==> src/hdl/line_hook_pulse_dial_detector_defines.svh <==
// assertion macros shared by the detector modules
// each expects clk and rst_n in the enclosing module
`ifndef LINE_HOOK_PULSE_DIAL_DETECTOR_DEFINES_SVH
`define LINE_HOOK_PULSE_DIAL_DETECTOR_DEFINES_SVH

// same-cycle implication
`define LHPD_ASSERT_NOW(lbl, ante, cons, msg) \
  lbl: assert property (@(posedge clk) disable iff (!rst_n) (ante) |-> (cons)) \
    else $error(msg);

// next-cycle implication
`define LHPD_ASSERT_NEXT(lbl, ante, cons, msg) \
  lbl: assert property (@(posedge clk) disable iff (!rst_n) (ante) |=> (cons)) \
    else $error(msg);

`endif

==> src/hdl/lhpd_pkg.sv <==
package lhpd_pkg;

  localparam int TIME_BITS  = 18;
  localparam int CFG_DATA_W = 16;
  localparam int CFG_IDX_W  = 3;

  typedef logic [TIME_BITS-1:0] time_t;

  typedef enum logic [CFG_IDX_W-1:0] {
    CFG_TICK_PERIOD    = 3'd0,
    CFG_MIN_SERIES_GAP = 3'd1,
    CFG_OPEN_BOUNCE    = 3'd2,
    CFG_HOOK_UP_GUARD  = 3'd3,
    CFG_MAX_PULSE      = 3'd4,
    CFG_CLOSE_BOUNCE   = 3'd5,
    CFG_HOOK_DOWN_GUARD = 3'd6
  } cfg_idx_t;

  typedef enum logic [3:0] {
    ST_INIT  = 4'd0,
    ST_GAP   = 4'd1,
    ST_OBNC  = 4'd2,
    ST_UPG   = 4'd3,
    ST_OFF   = 4'd4,
    ST_PULSE = 4'd5,
    ST_CBNC  = 4'd6,
    ST_DNG   = 4'd7,
    ST_IDLE  = 4'd8
  } line_state_t;

  typedef enum logic [3:0] {
    EV_NONE   = 4'd0,
    EV_PAUSE  = 4'd1,
    EV_BROKEN = 4'd2,
    EV_FBREAK = 4'd3,
    EV_HOOKUP = 4'd4,
    EV_PULSE  = 4'd5,
    EV_FCLOSE = 4'd6,
    EV_CLOSED = 4'd7,
    EV_HOOKDN = 4'd8
  } ev_code_t;

  typedef struct packed {
    logic [7:0]  tick_period_ms;
    logic [15:0] min_series_gap_ms;
    logic [15:0] open_bounce_ms;
    logic [15:0] hook_up_guard_ms;
    logic [15:0] max_pulse_ms;
    logic [15:0] close_bounce_ms;
    logic [15:0] hook_down_guard_ms;
  } cfg_regs_t;

  localparam logic [7:0]  RST_TICK_PERIOD     = 8'd5;
  localparam logic [15:0] RST_MIN_SERIES_GAP  = 16'd300;
  localparam logic [15:0] RST_OPEN_BOUNCE     = 16'd20;
  localparam logic [15:0] RST_HOOK_UP_GUARD   = 16'd500;
  localparam logic [15:0] RST_MAX_PULSE       = 16'd150;
  localparam logic [15:0] RST_CLOSE_BOUNCE    = 16'd20;
  localparam logic [15:0] RST_HOOK_DOWN_GUARD = 16'd500;

  // saturating timer add
  function automatic time_t sat_add(input time_t a, input time_t b);
    logic [TIME_BITS:0] s;
    s = {1'b0, a} + {1'b0, b};
    return s[TIME_BITS] ? '1 : s[TIME_BITS-1:0];
  endfunction

endpackage

==> src/hdl/line_hook_pulse_dial_detector.sv <==
// loop-disconnect pulse dial and hook detector
//
// in channel: one word per sampling tick, in_line_broken = 1 when the loop
// is open on that tick. out channel: one word per input word, carrying the
// event code (0 none) and the line state after that tick.
// cfg port: cfg_wr_en writes cfg_wdata into register cfg_index at the clock
// edge; index 0 tick period, 1 series gap, 2 open bounce, 3 hook-up guard,
// 4 max pulse, 5 close bounce, 6 hook-down guard; index 7 is ignored.
// throughput: one word per cycle while out_ready does not stall it, set by the
// state/timer update between the input stage register and the output register.
// path: an accepted word sits in the input stage register, then the output register.
// reset (synchronous, rst_n low): line state and prior state go to initial,
// timers clear, registers take their default values, both stages empty.
// stall: while out_ready is low the output register holds its word and the
// input stage keeps one more; in_ready drops only when both are full.
`include "line_hook_pulse_dial_detector_defines.svh"

module line_hook_pulse_dial_detector (
  input  logic                              clk,
  input  logic                              rst_n,
  // input channel
  input  logic                              in_valid,
  output logic                              in_ready,
  input  logic                              in_line_broken,
  // result channel
  output logic                              out_valid,
  input  logic                              out_ready,
  output logic [3:0]                        out_event_code,
  output logic [3:0]                        out_current_state,
  // configuration
  input  logic                              cfg_wr_en,
  input  logic [lhpd_pkg::CFG_IDX_W-1:0]    cfg_index,
  input  logic [lhpd_pkg::CFG_DATA_W-1:0]   cfg_wdata
);

  lhpd_pkg::cfg_regs_t   cfg;
  lhpd_pkg::ev_code_t    ev_nxt;
  lhpd_pkg::line_state_t state_nxt;

  // input stage register
  logic stg_vld_r, stg_vld_nxt;
  logic stg_brk_r;
  // output register
  logic out_vld_r, out_vld_nxt;
  logic [3:0] out_ev_r;
  logic [3:0] out_st_r;

  logic in_acc;
  logic advance;

  // the stage word moves on when the output register is empty or draining
  assign advance  = stg_vld_r && (!out_vld_r || out_ready);
  assign in_ready = !stg_vld_r || advance;
  assign in_acc   = in_valid && in_ready;

  always_comb begin
    stg_vld_nxt = stg_vld_r;
    if (in_acc) begin
      stg_vld_nxt = 1'b1;
    end else if (advance) begin
      stg_vld_nxt = 1'b0;
    end
  end

  always_comb begin
    out_vld_nxt = out_vld_r;
    if (advance) begin
      out_vld_nxt = 1'b1;
    end else if (out_ready) begin
      out_vld_nxt = 1'b0;
    end
  end

  always_ff @(posedge clk) begin
    if (!rst_n) begin
      stg_vld_r <= 1'b0;
      out_vld_r <= 1'b0;
    end else begin
      stg_vld_r <= stg_vld_nxt;
      out_vld_r <= out_vld_nxt;
    end
  end

  // payload registers, no reset needed
  always_ff @(posedge clk) begin
    if (in_acc) begin
      stg_brk_r <= in_line_broken;
    end
    if (advance) begin
      out_ev_r <= ev_nxt;
      out_st_r <= state_nxt;
    end
  end

  lhpd_cfg u_cfg (
    .clk       (clk),
    .rst_n     (rst_n),
    .cfg_wr_en (cfg_wr_en),
    .cfg_index (cfg_index),
    .cfg_wdata (cfg_wdata),
    .cfg_o     (cfg)
  );

  // state machine and timers, stepped once per word leaving the stage
  lhpd_core u_core (
    .clk       (clk),
    .rst_n     (rst_n),
    .cfg       (cfg),
    .step      (advance),
    .brk       (stg_brk_r),
    .ev_nxt    (ev_nxt),
    .state_nxt (state_nxt)
  );

  assign out_valid         = out_vld_r;
  assign out_event_code    = out_ev_r;
  assign out_current_state = out_st_r;

  `LHPD_ASSERT_NEXT(a_stage_fills_output, stg_vld_r && !out_vld_r, out_vld_r, "stage word not moved into empty output register")
  `LHPD_ASSERT_NEXT(a_stage_word_kept, stg_vld_r && out_vld_r && !out_ready, stg_vld_r, "stage word lost during stall")
  `LHPD_ASSERT_NOW(a_ready_when_room, !stg_vld_r || !out_vld_r, in_ready, "input refused with room in the pipe")

endmodule

==> src/hdl/lhpd_cfg.sv <==
module lhpd_cfg (
  input  logic                                clk,
  input  logic                                rst_n,
  input  logic                                cfg_wr_en,
  input  logic [lhpd_pkg::CFG_IDX_W-1:0]      cfg_index,
  input  logic [lhpd_pkg::CFG_DATA_W-1:0]     cfg_wdata,
  output lhpd_pkg::cfg_regs_t                 cfg_o
);

  lhpd_pkg::cfg_regs_t cfg_r, cfg_nxt;

  always_comb begin
    cfg_nxt = cfg_r;
    if (cfg_wr_en) begin
      case (lhpd_pkg::cfg_idx_t'(cfg_index))
        lhpd_pkg::CFG_TICK_PERIOD:     cfg_nxt.tick_period_ms     = cfg_wdata[7:0];
        lhpd_pkg::CFG_MIN_SERIES_GAP:  cfg_nxt.min_series_gap_ms  = cfg_wdata;
        lhpd_pkg::CFG_OPEN_BOUNCE:     cfg_nxt.open_bounce_ms     = cfg_wdata;
        lhpd_pkg::CFG_HOOK_UP_GUARD:   cfg_nxt.hook_up_guard_ms   = cfg_wdata;
        lhpd_pkg::CFG_MAX_PULSE:       cfg_nxt.max_pulse_ms       = cfg_wdata;
        lhpd_pkg::CFG_CLOSE_BOUNCE:    cfg_nxt.close_bounce_ms    = cfg_wdata;
        lhpd_pkg::CFG_HOOK_DOWN_GUARD: cfg_nxt.hook_down_guard_ms = cfg_wdata;
        default: ;  // unused index, write dropped
      endcase
    end
  end

  always_ff @(posedge clk) begin
    if (!rst_n) begin
      cfg_r.tick_period_ms     <= lhpd_pkg::RST_TICK_PERIOD;
      cfg_r.min_series_gap_ms  <= lhpd_pkg::RST_MIN_SERIES_GAP;
      cfg_r.open_bounce_ms     <= lhpd_pkg::RST_OPEN_BOUNCE;
      cfg_r.hook_up_guard_ms   <= lhpd_pkg::RST_HOOK_UP_GUARD;
      cfg_r.max_pulse_ms       <= lhpd_pkg::RST_MAX_PULSE;
      cfg_r.close_bounce_ms    <= lhpd_pkg::RST_CLOSE_BOUNCE;
      cfg_r.hook_down_guard_ms <= lhpd_pkg::RST_HOOK_DOWN_GUARD;
    end else begin
      cfg_r <= cfg_nxt;
    end
  end

  assign cfg_o = cfg_r;

endmodule

==> src/hdl/lhpd_core.sv <==
`include "line_hook_pulse_dial_detector_defines.svh"

module lhpd_core (
  input  logic                      clk,
  input  logic                      rst_n,
  input  lhpd_pkg::cfg_regs_t       cfg,
  input  logic                      step,
  input  logic                      brk,
  output lhpd_pkg::ev_code_t        ev_nxt,
  output lhpd_pkg::line_state_t     state_nxt
);

  lhpd_pkg::line_state_t state_r, prior_r, prior_nxt;
  lhpd_pkg::time_t       brk_time_r, brk_time_nxt;
  lhpd_pkg::time_t       cls_time_r, cls_time_nxt;

  always_comb begin
    lhpd_pkg::time_t tick;
    lhpd_pkg::time_t bt_inc;
    lhpd_pkg::time_t ct_inc;
    tick   = lhpd_pkg::time_t'(cfg.tick_period_ms);
    bt_inc = lhpd_pkg::sat_add(brk_time_r, tick);
    ct_inc = lhpd_pkg::sat_add(cls_time_r, tick);

    state_nxt    = state_r;
    prior_nxt    = prior_r;
    brk_time_nxt = brk_time_r;
    cls_time_nxt = cls_time_r;
    ev_nxt       = lhpd_pkg::EV_NONE;

    case (state_r)
      lhpd_pkg::ST_GAP, lhpd_pkg::ST_UPG, lhpd_pkg::ST_OFF: begin
        if (brk) begin
          brk_time_nxt = '0;
          prior_nxt    = state_r;
          state_nxt    = lhpd_pkg::ST_OBNC;
        end else if (state_r == lhpd_pkg::ST_GAP) begin
          cls_time_nxt = ct_inc;
          if (ct_inc >= lhpd_pkg::time_t'(cfg.min_series_gap_ms)) begin
            prior_nxt = state_r;
            state_nxt = lhpd_pkg::ST_UPG;
            ev_nxt    = lhpd_pkg::EV_PAUSE;
          end
        end else if (state_r == lhpd_pkg::ST_UPG) begin
          cls_time_nxt = ct_inc;
          if (ct_inc >= lhpd_pkg::time_t'(cfg.hook_up_guard_ms)) begin
            prior_nxt = state_r;
            state_nxt = lhpd_pkg::ST_OFF;
            ev_nxt    = lhpd_pkg::EV_HOOKUP;
          end
        end
      end
      lhpd_pkg::ST_OBNC: begin
        brk_time_nxt = bt_inc;
        if (bt_inc >= lhpd_pkg::time_t'(cfg.open_bounce_ms)) begin
          prior_nxt = state_r;
          if (brk) begin
            cls_time_nxt = '0;
            state_nxt    = lhpd_pkg::ST_PULSE;
            ev_nxt       = lhpd_pkg::EV_BROKEN;
          end else begin
            // bounce: fold the break time into the close time and go back
            cls_time_nxt = lhpd_pkg::sat_add(cls_time_r, bt_inc);
            brk_time_nxt = '0;
            state_nxt    = prior_r;
            ev_nxt       = lhpd_pkg::EV_FBREAK;
          end
        end
      end
      lhpd_pkg::ST_PULSE, lhpd_pkg::ST_DNG: begin
        if (brk) begin
          brk_time_nxt = bt_inc;
          if (state_r == lhpd_pkg::ST_PULSE) begin
            if (bt_inc >= lhpd_pkg::time_t'(cfg.max_pulse_ms)) begin
              prior_nxt = state_r;
              state_nxt = lhpd_pkg::ST_DNG;
              ev_nxt    = lhpd_pkg::EV_PULSE;
            end
          end else if (bt_inc >= lhpd_pkg::time_t'(cfg.hook_down_guard_ms)) begin
            prior_nxt = state_r;
            state_nxt = lhpd_pkg::ST_IDLE;
            ev_nxt    = lhpd_pkg::EV_HOOKDN;
          end
        end else begin
          cls_time_nxt = '0;
          prior_nxt    = state_r;
          state_nxt    = lhpd_pkg::ST_CBNC;
        end
      end
      lhpd_pkg::ST_CBNC: begin
        cls_time_nxt = ct_inc;
        if (ct_inc >= lhpd_pkg::time_t'(cfg.close_bounce_ms)) begin
          prior_nxt = state_r;
          if (brk) begin
            brk_time_nxt = lhpd_pkg::sat_add(brk_time_r, ct_inc);
            cls_time_nxt = '0;
            state_nxt    = prior_r;
            ev_nxt       = lhpd_pkg::EV_FCLOSE;
          end else begin
            brk_time_nxt = '0;
            state_nxt    = lhpd_pkg::ST_GAP;
            ev_nxt       = lhpd_pkg::EV_CLOSED;
          end
        end
      end
      lhpd_pkg::ST_IDLE: begin
        if (!brk) begin
          cls_time_nxt = '0;
          prior_nxt    = state_r;
          state_nxt    = lhpd_pkg::ST_CBNC;
        end
      end
      default: begin
        // initial state and unused codes
        brk_time_nxt = '0;
        cls_time_nxt = '0;
        prior_nxt    = state_r;
        state_nxt    = lhpd_pkg::ST_IDLE;
      end
    endcase
  end

  always_ff @(posedge clk) begin
    if (!rst_n) begin
      state_r    <= lhpd_pkg::ST_INIT;
      prior_r    <= lhpd_pkg::ST_INIT;
      brk_time_r <= '0;
      cls_time_r <= '0;
    end else if (step) begin
      state_r    <= state_nxt;
      prior_r    <= prior_nxt;
      brk_time_r <= brk_time_nxt;
      cls_time_r <= cls_time_nxt;
    end
  end

  `LHPD_ASSERT_NOW(a_event_moves_state, step && ev_nxt != lhpd_pkg::EV_NONE, state_nxt != state_r, "event reported without a state change")
  `LHPD_ASSERT_NEXT(a_init_clears, step && state_r == lhpd_pkg::ST_INIT, state_r == lhpd_pkg::ST_IDLE && brk_time_r == '0 && cls_time_r == '0, "initial step did not clear timers")
  `LHPD_ASSERT_NEXT(a_hold_when_idle, !step, $stable(state_r) && $stable(brk_time_r) && $stable(cls_time_r), "state moved without a step")

endmodule

==> config.mk <==
export PLATFORM = sky130hd
export DESIGN_NAME = line_hook_pulse_dial_detector
export DESIGN_NICKNAME = d
export VERILOG_FILES = /design/src/hdl/lhpd_pkg.sv /design/src/hdl/line_hook_pulse_dial_detector.sv /design/src/hdl/lhpd_cfg.sv /design/src/hdl/lhpd_core.sv
export VERILOG_INCLUDE_DIRS = /design/src /design/src/hdl
export SDC_FILE = /design/constraint.sdc
export NUM_CORES = 1
export LEC_CHECK = 0
export ABC_AREA = 1
export ABC_CLOCK_PERIOD_IN_PS = 4270
export BUFFER_PORTS_ARGS = -buffer_cell sky130_fd_sc_hd__buf_4
export CORE_ASPECT_RATIO = 2
export CORE_MARGIN = 2
export CORE_UTILIZATION = 45
export DETAILED_ROUTE_END_ITERATION = 7
export GPL_TIMING_DRIVEN = 0
export PLACE_DENSITY_LB_ADDON = 0.05
export SLEW_MARGIN = 20
export SYNTH_ARGS = -nofsm -noshare
export SYNTH_HDL_FRONTEND = slang
export SYNTH_SLANG_ARGS = --single-unit
export TNS_END_PERCENT = 50
==> constraint.sdc <==
create_clock -name clk -period 4.27 [get_ports clk]
set_input_delay 0.854 -clock clk [delete_from_list [all_inputs] [get_ports clk]]
set_output_delay 0.854 -clock clk [all_outputs]
set_load 0.005 [all_outputs]
==> impl_metrics.yaml <==
yosys:
  synthesis.area_mm2: 0.0123
  ys_async_sr_fraction_pct: 0
  synth-seq-cells: 159
  synth-seq-area-share_pct: 26.7
  syn_area_per_cell_um2: 6.74
  netlist_instances: 1817
  synth_flop_cell: "dfxtp_1"
  synth-edff-count: 9
  synth_fp_nets: 1994
  synth_cell_types: 52
  yosysWarnings: 0
place:
  dpl.cell_count: 2198
  dp_hpwl_mm: 36.3
  placed_cell_area_mm2: 0.0129
  portBuffers: 33
  place.gp.congestion: 0.981
route:
  drc_errors: 0
  wl_met2_mm: 25.1
  drt_iter0_markers: 716
  dr_wl_met3_mm: 1.65
  dr.pass1.iters: 5
  ant_nets: 0
  routedWlPerCell_um: 20.7
  vias: 12700
  maxUsedRoutingLayer: "met4"
  viasPerCell: 5.59
  routed_wl_mm: 47.1
  drt-met1-wl_mm: 15.5
floorplan:
  core_area_mm2: 0.0268
  die_y_um: 237
  io_pins: 35
  fp.dieArea_mm2: 0.0286
  start_util_pct: 45.7
  die_w_um: 121
  rows: 85
timing:
  finalSetupViolCount: 0
  fmax_mhz: 240
  slew_violations: 0
  worst_pin_slew_ns: 0.801
  hold_violations: 0
  skew_ns: 0.0103
  period_share_pct: 97.7
  rsz0062_at_grt: "true"
  fin_hold_ws_ns: 0.462
  relSlewSlack_pct: 46.3
  fin_crit_ns: 4.17
grt:
  grt_usage_pct: 33.1
  grt_pass1_wl_mm: 70.3
  grt_pass1_vias: 12400
  grt_overflow: 0
  grt_antenna_before_repair: 0
  grt_max_degree: 17
worst_setup_path:
  worstPathArrival_ns: 4.57
  required_ns: 4.67
  cp_max_fo: 10
  worst_setup_path_start_kind: "flip-flop"
  endpoint_kind: "flip-flop"
  crit_type: "reg2reg"
clocking:
  cts_tree: "done"
  clk_latency_ns: 0.46
  cts_max_level: 4
  clock_tree.buffer_depth: 2
  clkSlewWorstSetupHoldPaths_ns: 0.07
  ctsHoldBuffers: 0
  numCtsBuffers: 17
  clock-root-buffer: "clkbuf_16"
  clock-sinks: 159
finish:
  fin_nets: 2093
  nFillCells: 2769
  fin_area_mm2: 0.0145
  finalNonFillerCells: 2277
  syn_to_final_growth_pct: 18.2
  final_core_util_pct: 54.1
  num_antenna_cells: 0
  drive_above_1_share_pct: 13.8
hold_path:
  hold_class: "reg2reg"
flow_run:
  cap_violations: 0
power:
  ir_drop_mv: 0.271
  power.leakage_uw: 0.00699
  power_density_mw_per_mm2: 251
run_status:
  outcome: "completed"
## critical path: stages, from the launching register on
cell and delay [ns]:
dfxtp_4 0.37, ha_4 0.14, inv_1 0.07, fa_2 0.35, nand3b_1 0.18, nand2_2 0.10, nand2_1 0.10, nand2_4 0.13
nand4_4 0.21, buf_4 0.23, buf_4 0.14, nand3_4 0.18, ha_1 0.27, nand2_1 0.09, nor2_1 0.06, a211oi_2 0.20
nand2_1 0.11, nand2_1 0.09, nand3_2 0.12, nor2_4 0.17, nand2_4 0.13, nand2_8 0.16, buf_12 0.14, nand2_1 0.05
nand2_1 0.11, nand2_1 0.08, a21oi_2 0.10
## final timing paths
kind / cells after the start / start / slack, ns / end
min: 2 / u_cfg.cfg_o[23]$_SDFFE_PN0P_ / 0.46 / u_cfg.cfg_o[23]$_SDFFE_PN0P_
max: 26 / u_core.cls_time_r[0]$_SDFFE_PN0P_ / 0.1 / u_core.cls_time_r[17]$_SDFFE_PN0P_
min reg2reg: 2 / u_cfg.cfg_o[23]$_SDFFE_PN0P_ / 0.46 / u_cfg.cfg_o[23]$_SDFFE_PN0P_
max reg2reg: 26 / u_core.cls_time_r[0]$_SDFFE_PN0P_ / 0.1 / u_core.cls_time_r[17]$_SDFFE_PN0P_
## sequential cells by signal, summed over array words and instances (netlist names)
signal,flops
u_core.brk_time_r,18
u_core.prior_r,4
u_core.cls_time_r,18
out_event_code,4
u_cfg.cfg_o,104
out_valid,1
stg_brk_r,1
stg_vld_r,1
out_current_state,4
u_core.state_r,4
## cell usage in the layout, fill, tap and decap left out, types with 6 or more instances in the layout
| cell type | Yosys | layout |
|---|---|---|
| o21ai_0 | 155 | 146 |
| nor2_2 | 1 | 8 |
| inv_1 | 222 | 208 |
| xor2_1 | 22 | 22 |
| a21o_1 | 7 | 6 |
| o21ai_1 | 4 | 11 |
| dfxtp_2 | 0 | 7 |
| nor3_1 | 13 | 12 |
| buf_12 | 1 | 6 |
| edfxtp_1 | 9 | 9 |
| a21oi_2 | 3 | 8 |
| nand2_2 | 8 | 18 |
| nand2_1 | 448 | 432 |
| buf_4 | 2 | 74 |
| ha_1 | 148 | 136 |
| inv_2 | 10 | 23 |
| dfxtp_1 | 150 | 140 |
| a21oi_1 | 190 | 184 |
| a31oi_1 | 6 | 6 |
| xnor2_1 | 14 | 14 |
| nand3_1 | 90 | 74 |
| nor2_4 | 4 | 8 |
| ha_4 | 0 | 7 |
| o211ai_1 | 27 | 27 |
| or2_2 | 10 | 10 |
| nand3_4 | 2 | 9 |
| nand4_1 | 15 | 15 |
| nand3_2 | 3 | 12 |
| nor2_1 | 151 | 140 |
| buf_6 | 3 | 6 |
| clkbuf_1 | 35 | 35 |
| clkbuf_16 | 0 | 20 |
## timing repair
item,CTS,global route
pin swaps,7,18
setup buffers,15,29
gates resized for setup,93,64
endpoints found under the setup margin,52,50
cloned,2,1
## per-layer routing
layer  GRT usage (%)  up-vias
li1                -     6249
met1            30.1     5897
met2            63.2      387
met3            3.93      192
met4            27.6        0
met5               0        -
## synthesized netlist by cell type (2+ instances only)
master    number  area (um^2)
nand4_1       15         93.8
clkbuf_1      35          131
nor2_1       151          567
and3_1         2         12.5
and2_1         3         18.8
xnor2_1       14          123
buf_6          3         33.8
nor2_4         4         45.0
buf_4          2         15.0
a41oi_1        2         17.5
o21ai_1        4         20.0
inv_1        222          833
a211oi_1       6         45.0
nand2_4        3         33.8
ha_1         148         1850
a21o_1         7         52.6
o21ai_0      155          776
o211ai_1      27          203
nand3_1       90          450
nor3_2         2         20.0
nand3b_1       5         37.5
nand2_1      448         1680
a31oi_1        6         37.5
a21boi_0       7         52.6
o31ai_1        5         37.5
o21bai_1       4         30.0
nand3_2        3         30.0
fa_1           4         80.1
o21a_1         5         37.5
nand4_4        3         63.8
a21oi_2        3         26.3
a21oi_1      190          951
nand2_2        8         50.1
nor4_1         2         12.5
nor3_1        13         65.1
clkinv_1       3         11.3
inv_2         10         37.5
xor2_1        22          193
dfxtp_1      150         3000
or2_2         10         62.6
edfxtp_1       9          270
nand3_4        2         35.0
## power breakdown
group | switching (uW) | internal, uW | total [uW]
combinational | 347 | 171 | 518
clock | 699 | 857 | 1560
sequential | 22.2 | 1540 | 1570
## cell families after synthesis
family          Yosys count  share of synthesized area (%)
simple gates            767                           27.0
xor+xnor                 36                           2.57
flops                   159                           26.7
buf+inv                 279                           8.95
fa+ha+maj               152                           15.8
compound gates          424                           19.0
## stage by stage
stage	total power [uW]	setup TNS [ns]	setup slack [ns]
after global placement	2060	-51.13	-1.45
after CTS	3630	0	0.000710
after global routing	3770	-0.465	-0.0579
after detailed placement	2070	-52.47	-1.45
after floorplan	1890	0	0.635
final	3640	0	0.0966
## cell type report
| cell class | instances | area [um^2] | share of cell area (%) |
|---|---|---|---|
| clock buffer | 22 | 475 | 3.28 |
| sequential | 159 | 3290 | 22.7 |
| tap | 348 | 435 | 3.01 |
| timing repair buffer | 80 | 692 | 4.78 |
| inverter | 235 | 885 | 6.11 |
| multi-input combinational | 1379 | 8350 | 57.7 |
| buffer | 44 | 253 | 1.74 |
| clock inverter | 10 | 100 | 0.691 |
Power figures use the tool's default switching activity.
